===== src/sspg_pkg.sv =====
// ----------------------------------------------------------------------------
// Stepper step pulse generator package
// Shared types, constants and codes for the step pulse generator.
// ----------------------------------------------------------------------------
`default_nettype none

package sspg_pkg;

	// Field widths.
	localparam int PERIOD_W = 16;
	localparam int POS_W    = 32;
	localparam int CNT_W    = 16;
	localparam int SPEED_W  = 16;
	localparam int CFG_W    = 32;
	localparam int CFG_IDX_W = 2;

	// Period numerator: 4000 timer ticks times 256 for the Q8.8 speed.
	localparam int NUM_W = 20;
	localparam logic [NUM_W-1:0] PERIOD_NUM = 20'd1024000;
	localparam logic [PERIOD_W-1:0] PERIOD_MAX = 16'hFFFF;
	localparam logic [CNT_W-1:0] STALL_MAX = 16'hFFFF;

	// One quotient bit is produced per divider step.
	localparam int DIV_STEPS = NUM_W;
	localparam int DIV_CNT_W = $clog2(DIV_STEPS);

	// Reset values.
	localparam logic [PERIOD_W-1:0] RST_MIN_PERIOD = 16'd5;
	localparam logic [POS_W-1:0]    RST_UPPER      = 32'h7FFF_FFFF;
	localparam logic [POS_W-1:0]    RST_LOWER      = 32'h8000_0000;
	localparam logic [CNT_W-1:0]    RST_WATCHDOG   = 16'd500;
	localparam logic [PERIOD_W-1:0] RST_PERIOD     = 16'd5;

	// Input word kinds.
	localparam logic ACT_SET_SPEED = 1'b0;
	localparam logic ACT_TICK      = 1'b1;

	// Direction codes.
	localparam logic DIR_REVERSE = 1'b0;
	localparam logic DIR_FORWARD = 1'b1;

	// Configuration register indexes.
	localparam logic [CFG_IDX_W-1:0] REG_MIN_PERIOD = 2'd0;
	localparam logic [CFG_IDX_W-1:0] REG_UPPER      = 2'd1;
	localparam logic [CFG_IDX_W-1:0] REG_LOWER      = 2'd2;
	localparam logic [CFG_IDX_W-1:0] REG_WATCHDOG   = 2'd3;

	typedef struct packed {
		logic [PERIOD_W-1:0]     min_period;
		logic signed [POS_W-1:0] upper_limit;
		logic signed [POS_W-1:0] lower_limit;
		logic [CNT_W-1:0]        watchdog;
	} cfg_t;

	typedef struct packed {
		logic [PERIOD_W-1:0]     period;
		logic                    dir;
		logic signed [POS_W-1:0] steps;
		logic [CNT_W-1:0]        stall_cnt;
		logic [CNT_W-1:0]        clamp_cnt;
	} motor_state_t;

	typedef struct packed {
		logic                done;
		logic [PERIOD_W-1:0] quotient;
	} div_res_t;

	typedef enum logic [0:0] {
		ST_IDLE,
		ST_DIV
	} fsm_t;

endpackage

`default_nettype wire


===== src/sspg_if.sv =====
// ----------------------------------------------------------------------------
// Stepper step pulse generator channels
// Valid/ready channels for command words and result words.
// ----------------------------------------------------------------------------
`default_nettype none

interface sspg_cmd_if;
	logic                      valid;
	logic                      ready;
	logic                      action;
	logic signed [15:0]        speed;

	modport source (output valid, output action, output speed, input ready);
	modport sink (input valid, input action, input speed, output ready);
endinterface

interface sspg_rsp_if;
	logic                      valid;
	logic                      ready;
	logic                      step_pulse;
	logic                      direction;
	logic [15:0]               period;
	logic signed [31:0]        position_steps;
	logic [15:0]               clamp_count;
	logic                      stalled;

	modport source (output valid, output step_pulse, output direction, output period,
		output position_steps, output clamp_count, output stalled, input ready);
	modport sink (input valid, input step_pulse, input direction, input period,
		input position_steps, input clamp_count, input stalled, output ready);
endinterface

`default_nettype wire


===== src/sspg_div.sv =====
// ----------------------------------------------------------------------------
// Period divider
// Restoring divider that forms 1024000 / divisor one quotient bit per cycle
// and saturates the quotient to 16 bits.
// ----------------------------------------------------------------------------
`default_nettype none

module sspg_div (
	input  wire                            clk,
	input  wire                            arst_n,
	input  wire                            start,
	input  wire [sspg_pkg::PERIOD_W-1:0]   divisor,
	output sspg_pkg::div_res_t             res
);
	import sspg_pkg::*;

	logic                  busy_q;
	logic                  done_q;
	logic [DIV_CNT_W-1:0]  cnt_q;
	logic [PERIOD_W-1:0]   dsr_q;
	logic [PERIOD_W-1:0]   rem_q;
	logic [NUM_W-1:0]      dvd_q;
	logic [NUM_W-1:0]      quo_q;

	logic [PERIOD_W:0]     trial;
	logic                  fits;
	logic [PERIOD_W:0]     diff;

	// One restoring step: shift in the next dividend bit and try a subtract.
	always_comb begin
		trial = {rem_q, dvd_q[NUM_W-1]};
		fits  = trial >= {1'b0, dsr_q};
		diff  = trial - {1'b0, dsr_q};
	end

	// Control: step counter and completion pulse.
	always_ff @(posedge clk or negedge arst_n) begin
		if (!arst_n) begin
			busy_q <= 1'b0;
			done_q <= 1'b0;
			cnt_q  <= '0;
		end else begin
			done_q <= 1'b0;
			if (start) begin
				busy_q <= 1'b1;
				cnt_q  <= DIV_CNT_W'(DIV_STEPS - 1);
			end else if (busy_q) begin
				if (cnt_q == '0) begin
					busy_q <= 1'b0;
					done_q <= 1'b1;
				end else begin
					cnt_q <= cnt_q - 1'b1;
				end
			end
		end
	end

	// Datapath. A zero divisor makes every step fit, so the quotient saturates.
	always_ff @(posedge clk) begin
		if (start) begin
			dsr_q <= divisor;
			rem_q <= '0;
			dvd_q <= PERIOD_NUM;
			quo_q <= '0;
		end else if (busy_q) begin
			rem_q <= fits ? diff[PERIOD_W-1:0] : trial[PERIOD_W-1:0];
			dvd_q <= {dvd_q[NUM_W-2:0], 1'b0};
			quo_q <= {quo_q[NUM_W-2:0], fits};
		end
	end

	// Saturated result.
	always_comb begin
		res.done     = done_q;
		res.quotient = (|quo_q[NUM_W-1:PERIOD_W]) ? PERIOD_MAX : quo_q[PERIOD_W-1:0];
	end

	a_start_idle: assert property (@(posedge clk) disable iff (!arst_n)
		start |-> !busy_q)
		else $error("divider started while busy");
	a_done_after_busy: assert property (@(posedge clk) disable iff (!arst_n)
		done_q |-> $past(busy_q) && !busy_q)
		else $error("divider done without a running division");
	a_busy_holds: assert property (@(posedge clk) disable iff (!arst_n)
		(busy_q && cnt_q != '0) |=> busy_q)
		else $error("divider stopped early");

endmodule

`default_nettype wire


===== src/sspg_tick.sv =====
// ----------------------------------------------------------------------------
// Tick update
// Works out the state after one timer tick: period clamp, soft limits,
// watchdog and the step itself.
// ----------------------------------------------------------------------------
`default_nettype none

module sspg_tick (
	input  sspg_pkg::cfg_t          cfg,
	input  sspg_pkg::motor_state_t  cur,
	output sspg_pkg::motor_state_t  nxt,
	output logic                    pulse
);
	import sspg_pkg::*;

	logic clamp;
	logic blocked;
	logic expired;

	always_comb begin
		nxt   = cur;
		pulse = 1'b0;

		// Raise a too-short period to the minimum and count it.
		clamp = cur.period < cfg.min_period;
		if (clamp) begin
			nxt.period    = cfg.min_period;
			nxt.clamp_cnt = cur.clamp_cnt + 1'b1;
		end

		// Soft limits compare the live step count.
		if (cur.dir == DIR_FORWARD) begin
			blocked = cur.steps > cfg.upper_limit;
		end else begin
			blocked = cur.steps < cfg.lower_limit;
		end

		// Watchdog counts saturating; it judges the value before the count.
		expired = cur.stall_cnt > cfg.watchdog;
		if (!blocked) begin
			if (cur.stall_cnt != STALL_MAX) begin
				nxt.stall_cnt = cur.stall_cnt + 1'b1;
			end
			if (!expired) begin
				pulse = 1'b1;
				if (cur.dir == DIR_FORWARD) begin
					nxt.steps = cur.steps + 1'b1;
				end else begin
					nxt.steps = cur.steps - 1'b1;
				end
			end
		end
	end

endmodule

`default_nettype wire


===== src/stepper_step_pulse_generator_core.sv =====
// ----------------------------------------------------------------------------
// Stepper step pulse generator core
// Step/direction generator driven by set-speed and timer-tick command words.
// ----------------------------------------------------------------------------
// A tick word is handled combinationally: its result word is registered on
// the cycle after acceptance. A set-speed word runs the shared restoring
// divider, one quotient bit per clock; its result word is registered once
// the divider signals done; no command word is taken meanwhile. A new word is
// accepted while the previous result is being taken from the output register.
// Zero speed gives the full period of 65535 in the forward direction.
`default_nettype none

module stepper_step_pulse_generator_core (
	input  wire                              clk,
	input  wire                              arst_n,
	sspg_cmd_if.sink                         cmd,
	sspg_rsp_if.source                       rsp,
	input  wire                              cfg_we,
	input  wire [sspg_pkg::CFG_IDX_W-1:0]    cfg_index,
	input  wire [sspg_pkg::CFG_W-1:0]        cfg_data
);
	import sspg_pkg::*;

	fsm_t          state_q;
	fsm_t          state_nxt;
	cfg_t          cfg_q;
	motor_state_t  mst_q;
	motor_state_t  tick_nxt;
	logic          tick_pulse;
	logic          pend_dir_q;

	logic          cmd_ready;
	logic          cmd_take;
	logic          take_tick;
	logic          div_start;
	logic          speed_neg;
	logic [PERIOD_W-1:0] speed_mag;
	div_res_t      div_res;

	logic                    rsp_valid_q;
	logic                    rsp_pulse_q;
	logic                    rsp_dir_q;
	logic [PERIOD_W-1:0]     rsp_period_q;
	logic signed [POS_W-1:0] rsp_pos_q;
	logic [CNT_W-1:0]        rsp_clamp_q;
	logic                    rsp_stalled_q;

	// Handshake: idle and the output register free or being drained.
	always_comb begin
		cmd_ready = (state_q == ST_IDLE) && (!rsp_valid_q || rsp.ready);
		cmd_take  = cmd.valid && cmd_ready;
		take_tick = cmd_take && (cmd.action == ACT_TICK);
		div_start = cmd_take && (cmd.action == ACT_SET_SPEED);
		speed_neg = cmd.speed[SPEED_W-1];
		speed_mag = speed_neg ? PERIOD_W'(-cmd.speed) : PERIOD_W'(cmd.speed);
	end

	assign cmd.ready = cmd_ready;

	// Sequencer.
	always_ff @(posedge clk or negedge arst_n) begin
		if (!arst_n) begin
			state_q <= ST_IDLE;
		end else begin
			state_q <= state_nxt;
		end
	end

	always_comb begin
		state_nxt = state_q;
		case (state_q)
			ST_IDLE: begin
				if (div_start) begin
					state_nxt = ST_DIV;
				end
			end
			ST_DIV: begin
				if (div_res.done) begin
					state_nxt = ST_IDLE;
				end
			end
			default: state_nxt = ST_IDLE;
		endcase
	end

	// Configuration registers.
	always_ff @(posedge clk or negedge arst_n) begin
		if (!arst_n) begin
			cfg_q.min_period  <= RST_MIN_PERIOD;
			cfg_q.upper_limit <= RST_UPPER;
			cfg_q.lower_limit <= RST_LOWER;
			cfg_q.watchdog    <= RST_WATCHDOG;
		end else if (cfg_we) begin
			case (cfg_index)
				REG_MIN_PERIOD: cfg_q.min_period  <= cfg_data[PERIOD_W-1:0];
				REG_UPPER:      cfg_q.upper_limit <= cfg_data[POS_W-1:0];
				REG_LOWER:      cfg_q.lower_limit <= cfg_data[POS_W-1:0];
				REG_WATCHDOG:   cfg_q.watchdog    <= cfg_data[CNT_W-1:0];
				default: ;
			endcase
		end
	end

	// Shared divider and tick logic.
	sspg_div u_div (
		.clk     (clk),
		.arst_n  (arst_n),
		.start   (div_start),
		.divisor (speed_mag),
		.res     (div_res)
	);

	sspg_tick u_tick (
		.cfg   (cfg_q),
		.cur   (mst_q),
		.nxt   (tick_nxt),
		.pulse (tick_pulse)
	);

	// Motor state.
	always_ff @(posedge clk or negedge arst_n) begin
		if (!arst_n) begin
			mst_q.period    <= RST_PERIOD;
			mst_q.dir       <= DIR_REVERSE;
			mst_q.steps     <= '0;
			mst_q.stall_cnt <= '0;
			mst_q.clamp_cnt <= '0;
		end else if (take_tick) begin
			mst_q <= tick_nxt;
		end else if (div_res.done) begin
			mst_q.period    <= div_res.quotient;
			mst_q.dir       <= pend_dir_q;
			mst_q.stall_cnt <= '0;
		end
	end

	// Direction of a set-speed word waits here while the divider runs.
	always_ff @(posedge clk) begin
		if (div_start) begin
			pend_dir_q <= speed_neg ? DIR_REVERSE : DIR_FORWARD;
		end
	end

	// Output word register.
	always_ff @(posedge clk or negedge arst_n) begin
		if (!arst_n) begin
			rsp_valid_q <= 1'b0;
		end else if (take_tick || div_res.done) begin
			rsp_valid_q <= 1'b1;
		end else if (rsp.ready) begin
			rsp_valid_q <= 1'b0;
		end
	end

	always_ff @(posedge clk) begin
		if (take_tick) begin
			rsp_pulse_q   <= tick_pulse;
			rsp_dir_q     <= tick_nxt.dir;
			rsp_period_q  <= tick_nxt.period;
			rsp_pos_q     <= tick_nxt.steps;
			rsp_clamp_q   <= tick_nxt.clamp_cnt;
			rsp_stalled_q <= tick_nxt.stall_cnt > cfg_q.watchdog;
		end else if (div_res.done) begin
			rsp_pulse_q   <= 1'b0;
			rsp_dir_q     <= pend_dir_q;
			rsp_period_q  <= div_res.quotient;
			rsp_pos_q     <= mst_q.steps;
			rsp_clamp_q   <= mst_q.clamp_cnt;
			rsp_stalled_q <= 1'b0;
		end
	end

	assign rsp.valid          = rsp_valid_q;
	assign rsp.step_pulse     = rsp_pulse_q;
	assign rsp.direction      = rsp_dir_q;
	assign rsp.period         = rsp_period_q;
	assign rsp.position_steps = rsp_pos_q;
	assign rsp.clamp_count    = rsp_clamp_q;
	assign rsp.stalled        = rsp_stalled_q;

	a_no_take_in_div: assert property (@(posedge clk) disable iff (!arst_n)
		(state_q == ST_DIV) |-> !cmd_ready)
		else $error("command word taken during a division");
	a_done_in_div: assert property (@(posedge clk) disable iff (!arst_n)
		div_res.done |-> (state_q == ST_DIV) && (!rsp_valid_q))
		else $error("division finished outside its slot");
	a_tick_result: assert property (@(posedge clk) disable iff (!arst_n)
		take_tick |=> rsp_valid_q && (mst_q.period == rsp_period_q))
		else $error("tick word gave no result");
	a_speed_result: assert property (@(posedge clk) disable iff (!arst_n)
		div_res.done |=> rsp_valid_q && !rsp_pulse_q && (state_q == ST_IDLE))
		else $error("set-speed word gave no result");

endmodule

`default_nettype wire

===== src/flat_wrapper.sv =====
// flat-port wrapper written by rule: the top's interface ports become plain ports
module stepper_step_pulse_generator_core_flat import sspg_pkg::*;
  (clk, arst_n, cfg_we, cfg_index, cfg_data, cmd_valid, cmd_action, cmd_speed, cmd_ready, rsp_valid, rsp_step_pulse, rsp_direction, rsp_period, rsp_position_steps, rsp_clamp_count, rsp_stalled, rsp_ready);
  sspg_cmd_if cmd_i ();
  sspg_rsp_if rsp_i ();
  input  wire clk;
  input  wire arst_n;
  input  wire cfg_we;
  input  wire [sspg_pkg::CFG_IDX_W-1:0] cfg_index;
  input  wire [sspg_pkg::CFG_W-1:0] cfg_data;
  input wire logic [$bits(cmd_i.valid)-1:0] cmd_valid;
  input wire logic [$bits(cmd_i.action)-1:0] cmd_action;
  input wire logic [$bits(cmd_i.speed)-1:0] cmd_speed;
  output wire logic [$bits(cmd_i.ready)-1:0] cmd_ready;
  output wire logic [$bits(rsp_i.valid)-1:0] rsp_valid;
  output wire logic [$bits(rsp_i.step_pulse)-1:0] rsp_step_pulse;
  output wire logic [$bits(rsp_i.direction)-1:0] rsp_direction;
  output wire logic [$bits(rsp_i.period)-1:0] rsp_period;
  output wire logic [$bits(rsp_i.position_steps)-1:0] rsp_position_steps;
  output wire logic [$bits(rsp_i.clamp_count)-1:0] rsp_clamp_count;
  output wire logic [$bits(rsp_i.stalled)-1:0] rsp_stalled;
  input wire logic [$bits(rsp_i.ready)-1:0] rsp_ready;
  assign cmd_i.valid = cmd_valid;
  assign cmd_i.action = cmd_action;
  assign cmd_i.speed = cmd_speed;
  assign cmd_ready = cmd_i.ready;
  assign rsp_valid = rsp_i.valid;
  assign rsp_step_pulse = rsp_i.step_pulse;
  assign rsp_direction = rsp_i.direction;
  assign rsp_period = rsp_i.period;
  assign rsp_position_steps = rsp_i.position_steps;
  assign rsp_clamp_count = rsp_i.clamp_count;
  assign rsp_stalled = rsp_i.stalled;
  assign rsp_i.ready = rsp_ready;
  stepper_step_pulse_generator_core u_core (.clk(clk), .arst_n(arst_n), .cmd(cmd_i), .rsp(rsp_i), .cfg_we(cfg_we), .cfg_index(cfg_index), .cfg_data(cfg_data));
endmodule

===== config.mk =====
export PLATFORM = sky130hd
export DESIGN_NAME = stepper_step_pulse_generator_core_flat
export DESIGN_NICKNAME = d
export VERILOG_FILES = /design/src/sspg_pkg.sv /design/src/sspg_if.sv /design/src/sspg_div.sv /design/src/sspg_tick.sv /design/src/stepper_step_pulse_generator_core.sv /design/src/flat_wrapper.sv
export SDC_FILE = /design/constraint.sdc
export NUM_CORES = 1
export LEC_CHECK = 0
export BUFFER_PORTS_ARGS = -buffer_cell sky130_fd_sc_hd__clkbuf_2
export CAP_MARGIN = 10
export CELL_PAD_IN_SITES_DETAIL_PLACEMENT = 1
export CELL_PAD_IN_SITES_GLOBAL_PLACEMENT = 1
export CORE_AREA = 10 10 201 203
export CTS_CLUSTER_DIAMETER = 80
export DETAILED_ROUTE_END_ITERATION = 6
export DIE_AREA = 0 0 211 213
export PLACE_DENSITY_LB_ADDON = 0.1
export SYNTH_ARGS = -nofsm -noshare
export SYNTH_HDL_FRONTEND = slang
export SYNTH_SLANG_ARGS = --single-unit

===== constraint.sdc =====
create_clock -name clk -period 6.2 [get_ports clk]
set_input_delay 1.24 -clock clk [delete_from_list [all_inputs] [get_ports clk]]
set_output_delay 1.24 -clock clk [all_outputs]
set_load 0.01 [all_outputs]

==> impl_metrics.csv, run 1 <==
group,metric,value,unit
timing,final.period_utilization,81.13,%
min_path,min-delay-path-class,"reg -> reg",
finish,layout.cell_area.non_filler,19860,um2
outcome,status,"completed",
clock_network,cts_max_level,2,
synthesis,post_synth_and_or_nand_nor_area_fraction,10.54,%
synthesis,synth.mux.area_fraction,10.72,%
timing,finalHoldViolations,0,
detailed_routing,drc,0,
timing,setup_viol_count_final,0,
floorplanning,initial_utilization,48.33,%
floorplanning,floorplan.die_area,44940,um2
synthesis,synth_edf_count,84,
timing,final.setup.tns,0,ps
grt,grt_max_degree,108,
clock_network,ctsResizeCount,0,
synthesis,postSynthNetCount,1852,
power,power_frac_comb,45.0,%
finish,ff_latch_area,8092,um2
clock_network,postCtsHoldBufs,0,
detailed_routing,wl_cell,20.57,um
timing,final-max-slew-violation-count,0,
clock_network,clkSinkCount,313,
placement,placed_area,18670,um2
clock_network,worst_skew_pair.late_latency,540,ps
synthesis,synth_compound_area_share,12.54,%
synthesis,synth_cells,1633,
synthesis,yosys_register_bits,313,
clock_network,postCtsSetupRepairBufs,0,
synthesis,async_set_reset_flop_share_out_of_synthesis,59.42,%
synthesis,synth_xor_area_share,3.998,%
finish,stdcell_count,2259,
clock_network,cts_buffer_depth,3,
timing,worst_pin_slew,1022,ps
synthesis,synthFlopType,"sky130_fd_sc_hd__dfrtp_1",
floorplanning,row_count,70,
synthesis,largest_family_of_logic_cells_by_synthesized_area,"compound AO/OA/AOI/OAI gates",
finish,multiInputGateArea,8700,um2
synthesis,ys_types,73,
timing,slew-limit-headroom,31.80,%
detailed_routing,initialDrtViolationCount,585,
timing,timing.final.crit_period,5030,ps
worst_setup_path,cp_data_arrival_time,5300,ps
power,power_after_layout,0.009921,W
detailed_routing,antenna_violating_nets_post_route,0,
placement,gp_congestion,0.8465,
synthesis,synth_adder_area_share,11.72,%
clock_network,tritoncts,"done",
grt,global_router_s_overall_resource_usage,20.86,%
worst_setup_path,kind_of_critical_path,"reg -> reg",
worst_setup_path,cp_data_required_time,6470,ps
synthesis,post_synth_instance_area,17530,um2
placement,place.port_buffers,124,
placement,post-dp-hpwl,34100,um
power,power_density_cells,499.5,nW/um2
finish,area_growth_syn_to_fin,13.34,%
finish,nets,1984,
timing,hold_slack,472.5,ps
detailed_routing,route.final.wire_length,46460,um
timing,fmax,198.8,MHz
finish,fillers,3980,
synthesis,syn-mean-instance-area,10.73,um2
finish,diodes,0,
finish,drive_above_1_share,21.50,%
floorplanning,dieHeight,213,um
detailed_routing,route.detailed.vias_per_inst,5.627,
clock_network,clkTransAtPathRegs,60,ps
power,p_leak,9.421,nW
synthesis,yosysSeqAreaShare,46.16,%
floorplanning,floorplan.io_pins,125,
detailed_routing,number_of_optimization_iterations_in_the_first_detailed_route_pass,5,
power,vdd_ir_drop_max,240.8,uV
power,switching_share,38.92,%
power,switching_power,0.003861,W
power,cellInternalPower,0.006060,W
worst_setup_path,worst_setup_path_end_kind,"register",
timing,fin_clk_skew,13.73,ps
power,clock_power_share,21.8,%
clock_network,clock-root-buffer,"sky130_fd_sc_hd__clkbuf_16",
floorplanning,area_of_the_placeable_core,36260,um2
worst_setup_path,worstPathMaxFanout,11,
detailed_routing,route.vias.total,12712,
floorplanning,die_width,211,um
clock_network,cts_inserted_buffers,37,
grt,number_of_global_route_vias_before_repair,14100,
run,cap_violations,0,
synthesis,yosysWarnings,0,
timing,grt_setup_unrepaired,"false",
grt,grt_first_pass_wirelength,75220,um
worst_setup_path,critical_path.startpoint_type,"register",
grt,globalRouteOverflowTotal,0,
placement,placed_cells,2194,
power,relative_contribution_of_sequential_cells_to_total_power,33.2,%
grt,grt_antenna_before_repair,0,
-- cells by family after synthesis --
family / count (synthesis)
xor+xnor: 80
fa+ha+maj: 163
flops: 313
buf+inv: 191
simple gates: 386
mux: 166
compound gates: 334
-- power by group through the flow --
stage / sequential [W] / combinational [W] / clock [W]
finish: 0.00329 / 0.00447 / 0.00216
CTS: 0.00329 / 0.00451 / 0.00222
detailed placement: 0.00332 / 0.00445 / 0
floorplan: 0.00320 / 0.00330 / 0
global route: 0.00337 / 0.00506 / 0.00230
global placement: 0.00328 / 0.00428 / 0
-- cell type report --
cell class,instances,share of cell area (%)
multi-input cells,1129,43.80
flip-flops and latches,313,40.74
clock buffers,45,4.964
repair buffers,141,3.811
well taps,468,2.948
inverters,143,2.709
clock inverters,20,1.033
-- state kept, by name, summed over array words and instances, names as in the netlist, 5 cells and up --
signal / cells
u_core.cfg_q: 96
u_core.mst_q: 81
u_core.rsp.position_steps: 32
u_core.u_div.quo_q: 20
u_core.rsp.clamp_count: 16
u_core.rsp.period: 16
u_core.u_div.dsr_q: 16
u_core.u_div.rem_q: 16
u_core.u_div.dvd_q: 7
u_core.u_div.cnt_q: 5
-- synthesized netlist by cell type, types with 4 or more instances --
| cell | instances | share of area (%) |
|---|---|---|
| sky130_fd_sc_hd__nand3b_1 | 4 | 0.17 |
| sky130_fd_sc_hd__mux2i_1 | 55 | 3.1 |
| sky130_fd_sc_hd__o21a_1 | 8 | 0.34 |
| sky130_fd_sc_hd__o221a_2 | 16 | 1.0 |
| sky130_fd_sc_hd__xnor2_1 | 53 | 2.6 |
| sky130_fd_sc_hd__a21oi_1 | 92 | 2.6 |
| sky130_fd_sc_hd__a41oi_1 | 4 | 0.20 |
| sky130_fd_sc_hd__nand2_1 | 116 | 2.5 |
| sky130_fd_sc_hd__dfxtp_1 | 43 | 4.9 |
| sky130_fd_sc_hd__mux2_4 | 21 | 1.8 |
| sky130_fd_sc_hd__or2_2 | 5 | 0.18 |
| sky130_fd_sc_hd__o21ai_0 | 72 | 2.1 |
| sky130_fd_sc_hd__clkbuf_1 | 30 | 0.64 |
| sky130_fd_sc_hd__a31oi_1 | 16 | 0.57 |
| sky130_fd_sc_hd__dfrtp_1 | 144 | 21 |
| sky130_fd_sc_hd__nand4_1 | 28 | 1.0 |
| sky130_fd_sc_hd__edfxtp_1 | 84 | 14 |
| sky130_fd_sc_hd__mux2_2 | 90 | 5.8 |
| sky130_fd_sc_hd__o31ai_1 | 10 | 0.43 |
| sky130_fd_sc_hd__o211ai_1 | 10 | 0.43 |
| sky130_fd_sc_hd__nand3_1 | 22 | 0.63 |
| sky130_fd_sc_hd__or3_1 | 4 | 0.14 |
| sky130_fd_sc_hd__a21o_1 | 51 | 2.2 |
| sky130_fd_sc_hd__buf_6 | 4 | 0.26 |
| sky130_fd_sc_hd__a211oi_1 | 23 | 0.99 |
| sky130_fd_sc_hd__nor4_1 | 12 | 0.43 |
| sky130_fd_sc_hd__nor3_1 | 16 | 0.46 |
| sky130_fd_sc_hd__nand2b_1 | 11 | 0.39 |
| sky130_fd_sc_hd__inv_1 | 141 | 3.0 |
| sky130_fd_sc_hd__xor2_1 | 27 | 1.3 |
| sky130_fd_sc_hd__o41ai_1 | 4 | 0.20 |
| sky130_fd_sc_hd__o21bai_1 | 4 | 0.17 |
| sky130_fd_sc_hd__dfstp_2 | 42 | 6.3 |
| sky130_fd_sc_hd__buf_2 | 5 | 0.14 |
| sky130_fd_sc_hd__nor2b_1 | 16 | 0.57 |
| sky130_fd_sc_hd__buf_1 | 8 | 0.17 |
| sky130_fd_sc_hd__nor2_1 | 121 | 2.6 |
| sky130_fd_sc_hd__and3_1 | 12 | 0.43 |
| sky130_fd_sc_hd__ha_1 | 161 | 11 |
-- cell usage in the layout, fill, tap and decap left out, types with 53 or more instances in the layout --
cell type                  instances
sky130_fd_sc_hd__clkbuf_2        123
sky130_fd_sc_hd__a21oi_1          91
sky130_fd_sc_hd__inv_1           141
sky130_fd_sc_hd__ha_1            161
sky130_fd_sc_hd__xnor2_1          53
sky130_fd_sc_hd__edfxtp_1         84
sky130_fd_sc_hd__nor2_1          121
sky130_fd_sc_hd__o21ai_0          72
sky130_fd_sc_hd__mux2i_1          55
sky130_fd_sc_hd__mux2_2           90
sky130_fd_sc_hd__nand2_1         116
sky130_fd_sc_hd__dfrtp_1         143
-- final timing paths --
kind	depth (start not counted)	from	end	slack, ps
max reg2reg	22	u_core.cfg_q[77]	u_core.rsp.stalled	1170
max in group asynchronous	2	arst_n	u_core.mst_q[14]	4220
min in group asynchronous	1	arst_n	u_core.mst_q[32]	790
min reg2reg	2	u_core.u_div.dvd_q[15]	u_core.u_div.dvd_q[15]	470
min	2	u_core.u_div.dvd_q[15]	u_core.u_div.dvd_q[15]	470
max	22	u_core.cfg_q[77]	u_core.rsp.stalled	1170
-- critical path, cell delays in order, from the launching register on --
cell                       delay (ps)
sky130_fd_sc_hd__dfstp_2          530
sky130_fd_sc_hd__inv_1             40
sky130_fd_sc_hd__ha_1             290
sky130_fd_sc_hd__nand4_1          120
sky130_fd_sc_hd__nor4_1           690
sky130_fd_sc_hd__nand2_1          180
sky130_fd_sc_hd__nand2_1          110
sky130_fd_sc_hd__a311oi_1          70
sky130_fd_sc_hd__a211oi_4         510
sky130_fd_sc_hd__nor3_1           100
sky130_fd_sc_hd__buf_4            220
sky130_fd_sc_hd__mux2_2           280
sky130_fd_sc_hd__ha_1             280
sky130_fd_sc_hd__nor2b_1          140
sky130_fd_sc_hd__o21a_1           180
sky130_fd_sc_hd__o21a_1           180
sky130_fd_sc_hd__o21a_1           160
sky130_fd_sc_hd__o21ai_0          140
sky130_fd_sc_hd__nand2b_1          70
sky130_fd_sc_hd__a21oi_1          140
sky130_fd_sc_hd__nor2b_1           60
sky130_fd_sc_hd__o21ai_0          140
sky130_fd_sc_hd__a221oi_1         100
-- metrics by stage --
step	util [%]	setup WS, ps
floorplan	-	1668
global placement	51.49	1275
detailed placement	51.49	1155
CTS	54.78	1159
global route	54.78	761.1
finish	54.78	1170
-- metal layers --
metal	part of all wire [%]	global-route usage (%)	vias to the layer above
li1	-	-	6106
met1	42	24.28	6371
met2	52	38.36	157
met3	3.0	3.402	78
met4	2.7	6.394	0
met5	0	0	-
Power figures use the tool's default switching activity.
==> inputs of run 2 (changes only) <==
- clock period: 6.2 -> 5.1 ns (I/O delays scaled with it)
==> run 2 against run 1 <==
  * Hold slack got worse by 3.5 ps
  * Non-clock buffer count up 15
  * Sequential share of layout area fell by 0.10 points
  * Global-route usage up 0.18 points
  * Sequential power grew 22%
  * Total power rose by 21%
  * First-iteration DRC count fell by 5.0%
  * Sequential cell count unchanged
  * Combinational power is 24% higher
  * Final area is 0.25% higher
  * Setup slack worse by 900 ps
  * Critical endpoint unchanged
  * Largest cell class unchanged
  * Largest power group unchanged
  * Highest routed layer unchanged
==> impl_metrics.csv, run 2 (synthesis gave the netlist of run 1 again) <==
group,metric,value,unit
detailed_routing,route.vias.total,12849,
grt,globalRouteMet3Util,3.328,%
power,switching_share,39.13,%
min_path,min-delay-path-class,"reg -> reg",
grt,grt_max_degree,108,
clock_network,clkSinkCount,313,
finish,layout.cell_area.non_filler,19910,um2
worst_setup_path,reg2regPathDepth,21,
grt,globalRoute.busiestLayer,"met2",
detailed_routing,number_of_optimization_iterations_in_the_first_detailed_route_pass,5,
clock_network,clock-root-buffer,"sky130_fd_sc_hd__clkbuf_16",
grt,global_routing_usage_on_met2,37.74,%
detailed_routing,route.final.wire_length,46630,um
worst_setup_path,critical_path.startpoint_type,"register",
worst_setup_path,setup.reg_to_reg.worst_slack,270,ps
clock_network,tritoncts,"done",
timing,fmax,207.1,MHz
clock_network,cts_inserted_buffers,36,
placement,dp_slack,217.7,ps
worst_setup_path,worstPathMaxFanout,7,
timing,timing.final.ws_setup,272.5,ps
power,power_density_cells,603.5,nW/um2
worst_setup_path,cp_data_required_time,5370,ps
timing,finalHoldViolations,0,
floorplanning,area_of_the_placeable_core,36260,um2
detailed_routing,wl_cell,20.52,um
power,p_leak,9.443,nW
worst_setup_path,regToRegEndpoint,"u_core.rsp.stalled",
placement,gp_congestion,0.8717,
floorplanning,initial_utilization,48.33,%
worst_setup_path,worst_setup_path_end_kind,"register",
finish,layout_common_cells,"sky130_fd_sc_hd__ha_1 (161), sky130_fd_sc_hd__dfrtp_1 (143), sky130_fd_sc_hd__inv_1 (141), sky130_fd_sc_hd__clkbuf_2 (123), sky130_fd_sc_hd__nor2_1 (121)",
min_path,timing.hold.worst.start,"u_core.u_div.dvd_q[13]",
timing,setup_viol_count_final,0,
timing,final-max-slew-violation-count,0,
finish,diodes,0,
detailed_routing,antenna_violating_nets_post_route,0,
detailed_routing,route.detailed.vias_per_inst,5.653,
finish,area_growth_syn_to_fin,13.61,%
grt,globalRouteOverflowTotal,0,
run,cap_violations,0,
power,clock_power_share,20.5,%
min_path,hold_path_depth,2,
power,relative_contribution_of_sequential_cells_to_total_power,33.3,%
timing,timing.final.crit_period,4827,ps
power,switching_power,0.004703,W
placement,post-dp-hpwl,34170,um
placement,placed_area,18750,um2
grt,number_of_global_route_vias_before_repair,13945,
timing,fin_clk_skew,17.49,ps
floorplanning,dieHeight,213,um
floorplanning,floorplan.io_pins,125,
floorplanning,die_width,211,um
worst_setup_path,kind_of_critical_path,"reg -> reg",
min_path,whs_endpoint,"u_core.u_div.dvd_q[13]",
floorplanning,floorplan.die_area,44940,um2
grt,grt_antenna_before_repair,0,
clock_network,worst_skew_pair.late_latency,540,ps
clock_network,cts_max_level,2,
detailed_routing,initialDrtViolationCount,556,
finish,layout_commonest_cell,"sky130_fd_sc_hd__ha_1",
finish,largest_reg_flops,96,
power,vdd_ir_drop_max,308.1,uV
timing,final.period_utilization,94.66,%
timing,worst_pin_slew,1074,ps
placement,place.port_buffers,124,
power,cellInternalPower,0.007315,W
worst_setup_path,timing.rr.start,"u_core.mst_q[57]",
floorplanning,row_count,70,
worst_setup_path,cp_data_arrival_time,5100,ps
power,power_frac_comb,46.1,%
grt,grt_first_pass_wirelength,75420,um
grt,grt.met1_usage,24.84,%
finish,drive_above_1_share,21.77,%
finish,nets,1998,
clock_network,clkTransAtPathRegs,60,ps
grt,global_router_s_overall_resource_usage,21.04,%
finish,largest_register,"u_core.cfg_q",
timing,slew-limit-headroom,28.32,%
outcome,status,"completed",
detailed_routing,drc,0,
clock_network,cts_buffer_depth,3,
==> run 2: cell count changes in the layout (fill, tap and decap cells not counted), moves of 2 or more <==
cell                        before  now
sky130_fd_sc_hd__buf_4          17   31
sky130_fd_sc_hd__clkbuf_1        5   15
sky130_fd_sc_hd__clkinv_2       10    4
sky130_fd_sc_hd__bufinv_16       4    1
sky130_fd_sc_hd__clkinv_1        4    2
sky130_fd_sc_hd__clkinv_4        2    0
==> run 2: through the flow <==
step           power, W  hold WS [ps]  std cells  utilization [%]  TNS, ps
2_1_floorplan  0.007897         429.8       1633                -        0
3_3_place_gp   0.009217         442.6       2204            51.70        0
3_5_place_dp   0.009476         451.8       2204            51.70        0
4_1_cts         0.01206         474.0       2268            54.73        0
5_1_grt         0.01301         509.6       2273            54.91   -27.82
6_report        0.01202         469.0       2273            54.91        0
==> run 2: per-layer routing <==
metal	share of wire, %	vias up
met5	0	-
met1	42	6436
met3	3.5	83
met2	51	186
met4	3.1	0
li1	-	6144
==> run 2: worst max-delay path by stage <==
| stage | from | end | slack [ps] | cells past startpoint |
|---|---|---|---|---|
| CTS | u_core.cfg_q[63] | u_core.rsp.stalled | 200 | 22 |
| global placement | u_core.mst_q[57] | u_core.rsp.stalled | 340 | 21 |
| detailed placement | u_core.cfg_q[63] | u_core.rsp.stalled | 220 | 22 |
| floorplan | u_core.mst_q[57] | u_core.rsp.stalled | 570 | 21 |
| global route | u_core.mst_q[57] | u_core.rsp.stalled | -30 | 21 |
| finish | u_core.mst_q[57] | u_core.rsp.stalled | 270 | 21 |
==> run 2: area by class of cell <==
type / instances / area (um2)
well taps: 468 / 585.6
multi-input cells: 1129 / 8723
clock buffers: 55 / 1023
flip-flops and latches: 313 / 8092
repair buffers: 156 / 873.3
fillers: 3990 / 16350
clock inverters: 9 / 76.32
inverters: 143 / 538.0
==> run 2: worst max-delay path, cell delays in order (launching register included) <==
cell                        delay, ps
sky130_fd_sc_hd__dfrtp_1          420
sky130_fd_sc_hd__ha_1             320
sky130_fd_sc_hd__a21o_1           180
sky130_fd_sc_hd__a21o_1           170
sky130_fd_sc_hd__a21o_1           200
sky130_fd_sc_hd__a2111oi_4        380
sky130_fd_sc_hd__nor2_1           130
sky130_fd_sc_hd__o311a_1          400
sky130_fd_sc_hd__nor3_2           140
sky130_fd_sc_hd__buf_6            160
sky130_fd_sc_hd__mux2_2           350
sky130_fd_sc_hd__ha_1             290
sky130_fd_sc_hd__nor2b_1          140
sky130_fd_sc_hd__o21a_1           170
sky130_fd_sc_hd__o21a_1           190
sky130_fd_sc_hd__o21a_1           170
sky130_fd_sc_hd__o21ai_0          170
sky130_fd_sc_hd__nand2b_1          90
sky130_fd_sc_hd__a21oi_1          180
sky130_fd_sc_hd__nor2b_1           60
sky130_fd_sc_hd__o21ai_0          140
sky130_fd_sc_hd__a221oi_1         100
==> run 2: power by group through the flow <==
stage / Clock [W] / Sequential, W / Combinational (W)
2_1_floorplan: 0 / 0.00389 / 0.00401
3_3_place_gp: 0 / 0.00401 / 0.00521
3_5_place_dp: 0 / 0.00404 / 0.00543
4_1_cts: 0.00254 / 0.00401 / 0.00551
5_1_grt: 0.00264 / 0.00411 / 0.00627
6_report: 0.00247 / 0.00401 / 0.00555
==> run 2: repair_timing <==
action / CTS / global route
hold buffers: 0 / 0
buffers inserted: 0 / 5
endpoints found under the setup margin: 0 / 1
gates resized for setup: 0 / 4
